<file path="config.mk">
export PLATFORM = sky130hd
export DESIGN_NAME = calendar_day_counter_weekday_core
export DESIGN_NICKNAME = d
export VERILOG_FILES = /design/src/rtl/cdcw_pkg.sv /design/src/rtl/cdcw_walk.sv /design/src/rtl/calendar_day_counter_weekday_core.sv
export SDC_FILE = /design/constraint.sdc
export NUM_CORES = 1
export LEC_CHECK = 0
export BUFFER_PORTS_ARGS = -buffer_cell sky130_fd_sc_hd__buf_2
export CORE_MARGIN = 5
export CORE_UTILIZATION = 56
export DETAILED_ROUTE_END_ITERATION = 6
export GPL_TIMING_DRIVEN = 1
export PLACE_DENSITY_LB_ADDON = 0.15
export SKIP_CTS_REPAIR_TIMING = 1
export SLEW_MARGIN = 10
export SYNTH_ARGS = -nofsm -noshare
export SYNTH_HDL_FRONTEND = slang
export SYNTH_SLANG_ARGS = --single-unit
</file>
<file path="constraint.sdc">
create_clock -name aclk -period 6.2 [get_ports aclk]
set_clock_uncertainty 0.2 [all_clocks]
set_input_delay 0.31 -clock aclk [delete_from_list [all_inputs] [get_ports aclk]]
set_output_delay 0.31 -clock aclk [all_outputs]
set_load 0.02 [all_outputs]
</file>
<file path="src/rtl/cdcw_pkg.sv">
`timescale 1ns / 1ps

package cdcw_pkg;

    localparam int          YEAR_SPAN_DEF = 256;
    localparam int          MAX_YEAR      = 4095;
    localparam int          BASE_YEAR_INT = 2020;
    localparam logic [11:0] BASE_YEAR     = 12'd2020;
    localparam logic [2:0]  BASE_WEEKDAY  = 3'd2;
    // residues of the base year modulo 100 and 400
    localparam logic [6:0]  BASE_R100     = 7'd20;
    localparam logic [8:0]  BASE_R400     = 9'd20;
    localparam logic [3:0]  MONTH_JAN     = 4'd1;
    localparam logic [3:0]  MONTH_FEB     = 4'd2;
    localparam logic [3:0]  MONTH_DEC     = 4'd12;
    localparam logic [4:0]  DAY_FIRST     = 5'd1;
    localparam logic [2:0]  WEEKDAY_SUN   = 3'd6;

    localparam logic REQ_TICK = 1'b0;
    localparam logic REQ_SET  = 1'b1;

    typedef enum logic [1:0] {
        ST_IDLE,
        ST_EXEC,
        ST_SET
    } cdcw_state_t;

    typedef enum logic [1:0] {
        W_IDLE,
        W_YEAR,
        W_MONTH
    } cdcw_walk_state_t;

    typedef struct packed {
        logic       done;
        logic       date_ok;
        logic [2:0] weekday;
        logic [6:0] r100;
        logic [8:0] r400;
    } cdcw_walk_res_t;

    function automatic logic leap_of(input logic [1:0] y_lo, input logic [6:0] r100,
                                     input logic [8:0] r400);
        return ((y_lo == 2'd0) && (r100 != 7'd0)) || (r400 == 9'd0);
    endfunction

    function automatic logic [4:0] days_in(input logic [3:0] m, input logic leap);
        logic [4:0] d;
        case (m)
            4'd1, 4'd3, 4'd5, 4'd7, 4'd8, 4'd10, 4'd12: d = 5'd31;
            4'd4, 4'd6, 4'd9, 4'd11:                    d = 5'd30;
            4'd2:                                       d = leap ? 5'd29 : 5'd28;
            default:                                    d = 5'd0;
        endcase
        return d;
    endfunction

    // days before the first of the month in a common year, modulo 7
    function automatic logic [2:0] month_off(input logic [3:0] m);
        logic [2:0] o;
        case (m)
            4'd1:    o = 3'd0;
            4'd2:    o = 3'd3;
            4'd3:    o = 3'd3;
            4'd4:    o = 3'd6;
            4'd5:    o = 3'd1;
            4'd6:    o = 3'd4;
            4'd7:    o = 3'd6;
            4'd8:    o = 3'd2;
            4'd9:    o = 3'd5;
            4'd10:   o = 3'd0;
            4'd11:   o = 3'd3;
            4'd12:   o = 3'd5;
            default: o = 3'd0;
        endcase
        return o;
    endfunction

    // narrow value modulo 7 by compare and subtract
    function automatic logic [2:0] mod7_5b(input logic [4:0] v);
        logic [4:0] t;
        t = v;
        if (t >= 5'd28) t = t - 5'd28;
        if (t >= 5'd14) t = t - 5'd14;
        if (t >= 5'd7)  t = t - 5'd7;
        return t[2:0];
    endfunction

endpackage

</file>
<file path="src/rtl/cdcw_walk.sv">
`timescale 1ns / 1ps

module cdcw_walk
    import cdcw_pkg::*;
(
    input  logic           aclk,
    input  logic           aresetn,
    input  logic           start,
    input  logic [4:0]     day,
    input  logic [3:0]     month,
    input  logic [11:0]    year,
    output cdcw_walk_res_t res
);

    cdcw_walk_state_t state_reg, state_next;
    logic        done_reg, done_next;
    logic        ok_reg, ok_next;
    logic [2:0]  wd_reg, wd_next;
    logic [6:0]  r100_reg, r100_next;
    logic [8:0]  r400_reg, r400_next;
    logic [11:0] wyear_reg, wyear_next;
    logic [4:0]  day_reg;
    logic [3:0]  month_reg;
    logic [11:0] year_reg;

    logic        leap;
    logic [3:0]  wd_sum;
    logic [3:0]  m_sum;
    logic [2:0]  m_red;
    logic [3:0]  d_sum;

    assign leap = leap_of(wyear_reg[1:0], r100_reg, r400_reg);

    always_comb begin
        state_next = state_reg;
        done_next  = done_reg;
        ok_next    = ok_reg;
        wd_next    = wd_reg;
        r100_next  = r100_reg;
        r400_next  = r400_reg;
        wyear_next = wyear_reg;
        wd_sum     = {1'b0, wd_reg} + (leap ? 4'd2 : 4'd1);
        m_sum      = {1'b0, wd_reg} + {1'b0, month_off(month_reg)}
                     + {3'b0, (leap && (month_reg > MONTH_FEB))};
        m_red      = (m_sum >= 4'd7) ? 3'(m_sum - 4'd7) : m_sum[2:0];
        d_sum      = {1'b0, m_red} + {1'b0, mod7_5b(day_reg - 5'd1)};
        case (state_reg)
            W_IDLE: begin
                if (start) begin
                    done_next  = 1'b0;
                    wd_next    = BASE_WEEKDAY;
                    r100_next  = BASE_R100;
                    r400_next  = BASE_R400;
                    wyear_next = BASE_YEAR;
                    state_next = W_YEAR;
                end
            end
            W_YEAR: begin
                // one year per cycle: 365 or 366 days move the weekday by 1 or 2
                if (wyear_reg == year_reg) begin
                    state_next = W_MONTH;
                end else begin
                    wd_next    = (wd_sum >= 4'd7) ? 3'(wd_sum - 4'd7) : wd_sum[2:0];
                    r100_next  = (r100_reg == 7'd99) ? 7'd0 : r100_reg + 7'd1;
                    r400_next  = (r400_reg == 9'd399) ? 9'd0 : r400_reg + 9'd1;
                    wyear_next = wyear_reg + 12'd1;
                end
            end
            W_MONTH: begin
                wd_next    = (d_sum >= 4'd7) ? 3'(d_sum - 4'd7) : d_sum[2:0];
                ok_next    = (month_reg >= MONTH_JAN) && (month_reg <= MONTH_DEC)
                             && (day_reg >= DAY_FIRST)
                             && (day_reg <= days_in(month_reg, leap));
                done_next  = 1'b1;
                state_next = W_IDLE;
            end
            default: state_next = W_IDLE;
        endcase
    end

    always_ff @(posedge aclk) begin
        if (!aresetn) begin
            state_reg <= W_IDLE;
            done_reg  <= 1'b0;
        end else begin
            state_reg <= state_next;
            done_reg  <= done_next;
        end
    end

    always_ff @(posedge aclk) begin
        ok_reg    <= ok_next;
        wd_reg    <= wd_next;
        r100_reg  <= r100_next;
        r400_reg  <= r400_next;
        wyear_reg <= wyear_next;
        if (start && (state_reg == W_IDLE)) begin
            day_reg   <= day;
            month_reg <= month;
            year_reg  <= year;
        end
    end

    assign res.done    = done_reg;
    assign res.date_ok = ok_reg;
    assign res.weekday = wd_reg;
    assign res.r100    = r100_reg;
    assign res.r400    = r400_reg;

endmodule

</file>
<file path="src/rtl/calendar_day_counter_weekday_core.sv">
`timescale 1ns / 1ps

// Gregorian date and weekday counter (0 = Monday). A day tick is accepted in ST_IDLE and
// applied in ST_EXEC once the output register is free. A set request walks its year
// from 2020 one year per cycle in a modulo-7 step in cdcw_walk, then resolves month
// and day in W_MONTH and is applied in ST_SET once the output register is free. A set
// request with a year outside 2020 .. 2020 + YEAR_SPAN - 1 (capped at 4095) leaves the
// date unchanged. One transaction is in flight at a time; the next one is taken once
// the result has been placed in the output register.
module calendar_day_counter_weekday_core
    import cdcw_pkg::*;
#(
    parameter int YEAR_SPAN = YEAR_SPAN_DEF
) (
    input  logic        aclk,
    input  logic        aresetn,
    input  logic        s_valid,
    output logic        s_ready,
    input  logic        s_req_type,
    input  logic [4:0]  s_set_day,
    input  logic [3:0]  s_set_month,
    input  logic [11:0] s_set_year,
    output logic        m_valid,
    input  logic        m_ready,
    output logic [5:0]  m_day_out,
    output logic [3:0]  m_month_out,
    output logic [11:0] m_year_out,
    output logic [2:0]  m_weekday_out,
    output logic        m_month_rolled,
    output logic        m_year_rolled,
    output logic        m_year_overflow
);

    localparam int          TopRaw  = BASE_YEAR_INT + YEAR_SPAN - 1;
    localparam int          TopInt  = (TopRaw > MAX_YEAR) ? MAX_YEAR : TopRaw;
    localparam logic [11:0] TopYear = 12'(TopInt);

    cdcw_state_t state_reg, state_next;
    logic        req_reg;

    logic [4:0]  day_reg, day_next;
    logic [3:0]  month_reg, month_next;
    logic [11:0] year_reg, year_next;
    logic [2:0]  wd_reg, wd_next;
    logic [6:0]  r100_reg, r100_next;
    logic [8:0]  r400_reg, r400_next;
    logic [4:0]  sd_reg;
    logic [3:0]  sm_reg;
    logic [11:0] sy_reg;

    logic        mv_reg, mv_next;
    logic        mroll_reg, mroll_next;
    logic        yroll_reg, yroll_next;
    logic        ovf_reg, ovf_next;
    logic        load_out;

    logic           accept;
    logic           year_ok;
    logic           walk_start;
    logic           out_free;
    logic           cur_leap;
    logic [5:0]     day_inc;
    cdcw_walk_res_t walk_res;

    assign s_ready    = (state_reg == ST_IDLE);
    assign accept     = s_valid && s_ready;
    assign year_ok    = (s_set_year >= BASE_YEAR) && (s_set_year <= TopYear);
    assign walk_start = accept && (s_req_type == REQ_SET) && year_ok;
    assign out_free   = !mv_reg || m_ready;
    assign cur_leap   = leap_of(year_reg[1:0], r100_reg, r400_reg);
    assign day_inc    = {1'b0, day_reg} + 6'd1;

    cdcw_walk u_walk (
        .aclk    (aclk),
        .aresetn (aresetn),
        .start   (walk_start),
        .day     (s_set_day),
        .month   (s_set_month),
        .year    (s_set_year),
        .res     (walk_res)
    );

    always_comb begin
        state_next = state_reg;
        day_next   = day_reg;
        month_next = month_reg;
        year_next  = year_reg;
        wd_next    = wd_reg;
        r100_next  = r100_reg;
        r400_next  = r400_reg;
        mroll_next = 1'b0;
        yroll_next = 1'b0;
        ovf_next   = 1'b0;
        load_out   = 1'b0;
        mv_next    = mv_reg && !m_ready;
        case (state_reg)
            ST_IDLE: begin
                if (accept) begin
                    state_next = walk_start ? ST_SET : ST_EXEC;
                end
            end
            ST_EXEC: begin
                if (out_free) begin
                    load_out   = 1'b1;
                    mv_next    = 1'b1;
                    state_next = ST_IDLE;
                    // an out-of-range set leaves everything as it is
                    if (req_reg == REQ_TICK) begin
                        if ((month_reg == MONTH_DEC) && (day_reg >= 5'd31)
                            && (year_reg >= TopYear)) begin
                            ovf_next = 1'b1;
                        end else begin
                            wd_next = (wd_reg == WEEKDAY_SUN) ? 3'd0 : wd_reg + 3'd1;
                            if (day_inc > {1'b0, days_in(month_reg, cur_leap)}) begin
                                day_next   = DAY_FIRST;
                                mroll_next = 1'b1;
                                if (month_reg == MONTH_DEC) begin
                                    month_next = MONTH_JAN;
                                    year_next  = year_reg + 12'd1;
                                    r100_next  = (r100_reg == 7'd99) ? 7'd0 : r100_reg + 7'd1;
                                    r400_next  = (r400_reg == 9'd399) ? 9'd0 : r400_reg + 9'd1;
                                    yroll_next = 1'b1;
                                end else begin
                                    month_next = month_reg + 4'd1;
                                end
                            end else begin
                                day_next = day_inc[4:0];
                            end
                        end
                    end
                end
            end
            ST_SET: begin
                if (walk_res.done && out_free) begin
                    load_out   = 1'b1;
                    mv_next    = 1'b1;
                    state_next = ST_IDLE;
                    if (walk_res.date_ok) begin
                        day_next   = sd_reg;
                        month_next = sm_reg;
                        year_next  = sy_reg;
                        wd_next    = walk_res.weekday;
                        r100_next  = walk_res.r100;
                        r400_next  = walk_res.r400;
                    end
                end
            end
            default: state_next = ST_IDLE;
        endcase
    end

    always_ff @(posedge aclk) begin
        if (!aresetn) begin
            state_reg <= ST_IDLE;
            mv_reg    <= 1'b0;
            day_reg   <= DAY_FIRST;
            month_reg <= MONTH_JAN;
            year_reg  <= BASE_YEAR;
            wd_reg    <= BASE_WEEKDAY;
            r100_reg  <= BASE_R100;
            r400_reg  <= BASE_R400;
        end else begin
            state_reg <= state_next;
            mv_reg    <= mv_next;
            day_reg   <= day_next;
            month_reg <= month_next;
            year_reg  <= year_next;
            wd_reg    <= wd_next;
            r100_reg  <= r100_next;
            r400_reg  <= r400_next;
        end
    end

    always_ff @(posedge aclk) begin
        if (accept) begin
            req_reg <= s_req_type;
            sd_reg  <= s_set_day;
            sm_reg  <= s_set_month;
            sy_reg  <= s_set_year;
        end
        if (load_out) begin
            m_day_out       <= {1'b0, day_next};
            m_month_out     <= month_next;
            m_year_out      <= year_next;
            m_weekday_out   <= wd_next;
            mroll_reg       <= mroll_next;
            yroll_reg       <= yroll_next;
            ovf_reg         <= ovf_next;
        end
    end

    assign m_valid         = mv_reg;
    assign m_month_rolled  = mroll_reg;
    assign m_year_rolled   = yroll_reg;
    assign m_year_overflow = ovf_reg;

endmodule
</file>
### After elaboration in Yosys (flattened, before gate mapping)

Memory sizes are Yosys's and may differ from the RTL's. A register that Yosys moved wholly into a read port is not among the register bits.
Cells that the tools add are included.

* output and inout bits: 30
* memories: 1
* ROM bits: 48
* memory bits (writable): 0
* register bits after elaboration: 148
* latch bits: 0

* shift operators: 0
* order comparisons: 16
* multiply operators: 0
* div/mod/pow operators: 0
* bitwise gates (word level): 3
* add/sub/neg operators: 20
* mux-type cells: 98
* equality and inequality tests: 45
* reductions and logical operators: 45

Memories
* (name not given): words 16, bits a word 3, read ports 1, clocked after memory_dff 1, wr ports 0, RTL line cdcw_pkg.sv:61 `case (m)`

Operators with widths (count)
* $mux W12: 9
* $mux W9: 11
* $mux W7: 11
* $mux W5: 13
* $pmux W12 S2: 2
* $eq A4 B4 Y1 const B: 10
* $mux W3: 12
* $pmux W9 S2: 2
* $eq A4 B3 Y1 const B: 8
* $mux W4: 8
* $pmux W5 S3: 2
* $pmux W7 S2: 2
* $add A12 B1 Y12 const B: 2
* $add A9 B1 Y9 const B: 2
* $eq A9 B9 Y1 const B: 2
* $logic_not A9 Y1: 2
* $eq A4 B2 Y1 const B: 4
* $logic_and A1 B1 Y1: 15
* $add A7 B1 Y7 const B: 2
* $eq A7 B7 Y1 const B: 2
* $mux W2: 7
* $ne A2 B2 Y1 const B: 7
* $reduce_bool A7 Y1: 2
* $reduce_or A7 Y1: 2
* 49 further kinds: 88

### Logic depth before layout (Yosys ltp)

* word-level depth: 15
* depth in mapped cells: 26
* mapped depth without buffers: 25

### Hierarchy

Synthesis repeated with hierarchy kept, for this count alone.

* cells, all modules: 929
* area total of the unflattened synthesis: 8977.4 µm²

By module, submodules not included
* calendar_day_counter_weekday_core: sequential area each 2332.2 µm², cells an instance 565, times used 1, area an instance 5131.2 µm²
* cdcw_walk: sequential area each 1711.6 µm², cells an instance 364, times used 1, area an instance 3846.2 µm²

### Least setup slack after synthesis

No wires, ideal clock.

* path kind: reg2reg
* start point: register u_walk.day_reg[0]
* end point: register u_walk.wd_reg[1], data pin
* clock period less this slack: 5.783 ns
* cell stages (with the launch flop): 25
* arrival: 5.311 ns
* slack: 0.417 ns
* buffers on the path: 1
* cell sequence: edfxtp_1 -> inv_1 -> ha_1 -> nor2b_1 -> or2_2 -> ha_1 -> clkbuf_1 -> a2bb2oi_1 -> o211ai_1 -> o2111ai_1 -> ha_1 -> nand2_1 -> a21oi_1 -> a211oi_1 -> mux2_2 -> a221o_1 -> a21oi_1 -> ha_1 -> inv_1 -> fa_1 -> inv_1 -> ha_1 -> a21oi_1 -> mux2i_1 -> o221ai_1

* longest elaborated chain between the ends: 11

RTL lines
* start, declared: RTL line cdcw_walk.sv:22 `logic [4:0] day_reg;`
* start signal, assigned: RTL line cdcw_walk.sv:98 `day_reg <= day;`
* $sub A5 B1 Y5 (*): RTL line cdcw_walk.sv:46 `d_sum = {1'b0, m_red} + {1'b0, mod7_5b(day_reg - 5'd1)};`
* $sub A5 B5 Y5 / $ge A5 B5 Y1 (equally long branches): RTL line cdcw_pkg.sv:83 `if (t >= 5'd28) t = t - 5'd28;`
* $mux W5 (*): RTL line cdcw_pkg.sv:83
* $sub A5 B4 Y5 / $ge A5 B4 Y1 (equally long branches): RTL line cdcw_pkg.sv:84 `if (t >= 5'd14) t = t - 5'd14;`
* $mux W5 (*): RTL line cdcw_pkg.sv:84
* $ge A5 B3 Y1 / $sub A3 B3 Y3 (equally long branches): RTL line cdcw_pkg.sv:85 `if (t >= 5'd7) t = t - 5'd7;`
* $mux W3 (*): RTL line cdcw_pkg.sv:85
* $add A3 B3 Y4 (*): RTL line cdcw_walk.sv:46
* $ge A4 B3 Y1 / $sub A3 B3 Y3 (equally long branches): RTL line cdcw_walk.sv:70 `wd_next = (d_sum >= 4'd7) ? 3'(d_sum - 4'd7) : d_sum[2:0];`
* $mux W3 (*): RTL line cdcw_walk.sv:70
* $pmux W3 S3 (*): RTL line cdcw_walk.sv:47 `case (state_reg)`
* named net u_walk.wd_next[1]: RTL line cdcw_walk.sv:18 `logic [2:0] wd_reg, wd_next;`
* end signal, assigned: RTL line cdcw_walk.sv:93 `wd_reg <= wd_next;`
* end, declared: RTL line cdcw_walk.sv:18

Mark *: on every way through the listed nets, which the timed path passes. The rest lies on a longest branch.
A chain may end at the register's enable or synchronous reset.

### Worst setup path after layout

Ends and elaborated chain as after synthesis.

==> reports/metrics.cfg <==
[synthesis]
synth_edf_count=102
synth-seq-cells=151
syn_inst=888
synthDistinctLibCells=76
synth_ff_type=edfxtp_1
syn_area_um2=8850
ys_warn_count=0
synthArstFlopShare=0
synth_nets=970
ys_seq_area_frac=0.457
avgSynthCellArea_um2=9.97

[global_routing]
grt_max_degree=43
antenna_found_initial=0
grt_pass1_vias=6389
grt_pass1_wl_um=33900
grt-ovfl-total=0
grt_usage=0.233

[route]
drtAntennaViolNets=0
met3_length_um=1570
wirelength_um=21400
drt-met1-wl_um=9810
detail_route.iter0.violations=824
routed.top_layer=met4
drc_errors=0
drt_pass1_iterations=6
vias=7222
via_per_inst=6.08
met2WireLength_um=9610
wire_per_inst_um=18.0

[layout]
layout.nets=1041
fin_area_um2=10100
postLayoutCoreUtil=0.645
syn2layout_area_growth_pct=14.4
diodes=0
drive_above_1_share=0.124
mostFrequentLayoutCell=edfxtp_1
mostFrequentLayoutCells=102 x edfxtp_1, 79 x nand2_1, 56 x nor2_1

[clock_network]
cts_tree=done
clkSinkCount=151
cts_max_level=4
numCtsBuffers=17
clkTransAtPathRegs_ns=0.06
clk_path_buf_depth=2
cts_root_buffer=clkbuf_16
clock_latency_ns=0.43

[die]
die_area_um2=18400
fp-row-count=46
die_h_um=136
die_w_um=136
start_util=0.564
coreArea_um2=15700
ios=56

[status]
status=complete, no violations

[power_and_ir_drop]
powerDensity_nw_per_um2=227
internal_power_mw=1.76
comb_power_share=0.078
switching_share=0.235
total_leakage_power_nw=3.77
power.switching_uw=540
clockPowerShare=0.435
ir_drop_v=0.000189
seqPwrFrac=0.487

[timing]
setup-tns-final_ns=0
fmax_mhz=172
hold_violations=0
layout_setup_ws_ns=0.370
period_needed_ns=5.83
hold_ws_ns=0.0839
fin_crit_sh=0.940
setup_viol=0
relSlewSlack=0.383
slew_viol_final=0
worstMarginPinSlew_ns=0.914

[placed_design]
dpl_cell_area_um2=9310
gp_congestion=0.886
io_buffers=54
place_ws_ns=0.0606
dp_hpwl_um=14700

[worst_setup_path]
cp-start-kind=flop
critical_path_buf_inv_count=3
path_common_cell=ha_1
crit_family=adder cells
criticalPathCategory=reg2reg
cp-end-kind=flop
slowest_stage=fa_1
crit_chain=inv_1 -> ha_1 -> nor2b_2 -> or2_2 -> ha_2 -> a2111o_1 -> a21o_1 -> o2111ai_1 -> ha_2 -> nand2_1 -> a21oi_1 -> a211oi_2 -> xnor2_1 -> ha_1 -> a221o_1 -> a21oi_1 -> ha_1 -> inv_1 -> fa_1 -> inv_1 -> ha_1 -> a21oi_2 -> mux2i_1 -> o221ai_1
critical_path.max_stage_delay_ns=0.47
cp.required_ns=6.16
critPathMaxFanout=10
worstPathArrival_ns=5.79

[min_path]
min_path_type=in2reg

[job]
cap_violations=0

-- worst min-delay path: cells and delay by family --
family                 cells  cell delay (ns)
AO/OA/AOI/OAI              2             0.16
buffers and inverters      1             0.10
AND/OR/NAND/NOR            1             0.09
-- cell usage after synthesis (4+ instances only) --
library cell | number | area (µm²)
a211oi_1 | 9 | 67.6
a21o_1 | 9 | 67.6
a21oi_1 | 54 | 270
a221o_1 | 4 | 40.0
a22o_1 | 13 | 114
a22oi_1 | 15 | 113
a2bb2oi_1 | 4 | 35.0
a31oi_1 | 8 | 50.1
a32o_1 | 4 | 40.0
a32oi_1 | 5 | 43.8
and2_1 | 14 | 87.6
and3_1 | 15 | 93.8
clkbuf_1 | 27 | 101
dfxtp_1 | 49 | 981
edfxtp_1 | 102 | 3060
fa_1 | 4 | 80.1
ha_1 | 52 | 651
inv_1 | 54 | 203
mux2_2 | 4 | 45.0
mux2i_1 | 16 | 160
nand2_1 | 79 | 297
nand2b_1 | 7 | 43.8
nand3_1 | 40 | 200
nand4b_1 | 4 | 35.0
nor2_1 | 57 | 214
nor2b_1 | 12 | 75.1
nor3_1 | 21 | 105
nor4_1 | 5 | 31.3
o211ai_1 | 9 | 67.6
o21a_1 | 4 | 30.0
o21ai_0 | 37 | 185
o21ai_1 | 5 | 25.0
o221ai_1 | 5 | 43.8
o31ai_1 | 8 | 60.1
o32ai_1 | 8 | 70.1
or2_2 | 8 | 50.1
or3_1 | 5 | 31.3
or4_1 | 6 | 45.0
xnor2_1 | 20 | 175
xor2_1 | 27 | 236
-- cell families after synthesis --
| group | Yosys count | share of synthesized area |
|---|---|---|
| buffers and inverters | 88 | 0.0389 |
| adder cells (fa/ha/maj) | 56 | 0.0825 |
| other | 1 | 0.000424 |
| flip-flops | 151 | 0.457 |
| AND/OR/NAND/NOR | 287 | 0.161 |
| AO/OA/AOI/OAI | 238 | 0.191 |
| multiplexers | 20 | 0.0232 |
| XOR/XNOR | 47 | 0.0465 |
-- metal layers --
metal  vias to the layer above  global-route usage
met1                      3447               0.347
met4                         0              0.0745
met3                        30              0.0401
met5                         -                   0
met2                       278               0.348
li1                       3467                   -
-- metrics by stage --
stage,instances,power (mW)
4_1_cts,1163,2.30
3_5_place_dp,1131,1.31
5_1_grt,1188,2.38
2_1_floorplan,888,1.25
3_3_place_gp,1131,1.30
6_report,1188,2.30
-- cell type report --
| cell class | count | area (µm²) |
|---|---|---|
| inverter | 54 | 203 |
| clock buffer | 19 | 433 |
| tap | 216 | 270 |
| timing repair buffer | 86 | 566 |
| fill | 1274 | 5580 |
| clock inverter | 13 | 131 |
| multi-input combinational | 649 | 4490 |
| sequential | 151 | 4040 |
-- final timing paths --
kind,end,startpoint,slack (ns),cells after the start
setup / recovery,u_walk.wd_reg[1],u_walk.day_reg[0],0.37,24
hold / removal,state_reg[0],s_valid,0.08,4
setup reg to reg,u_walk.wd_reg[1],u_walk.day_reg[0],0.37,24
hold reg to reg,state_reg[0],state_reg[0],0.29,2
-- power groups by stage --
stage,combinational (mW),sequential (mW),clock [mW]
6_report,0.180,1.12,0.999
5_1_grt,0.199,1.12,1.06
4_1_cts,0.167,1.12,1.01
3_5_place_dp,0.165,1.14,0
3_3_place_gp,0.162,1.14,0
2_1_floorplan,0.108,1.14,0
(Power assumes the default switching activity.)
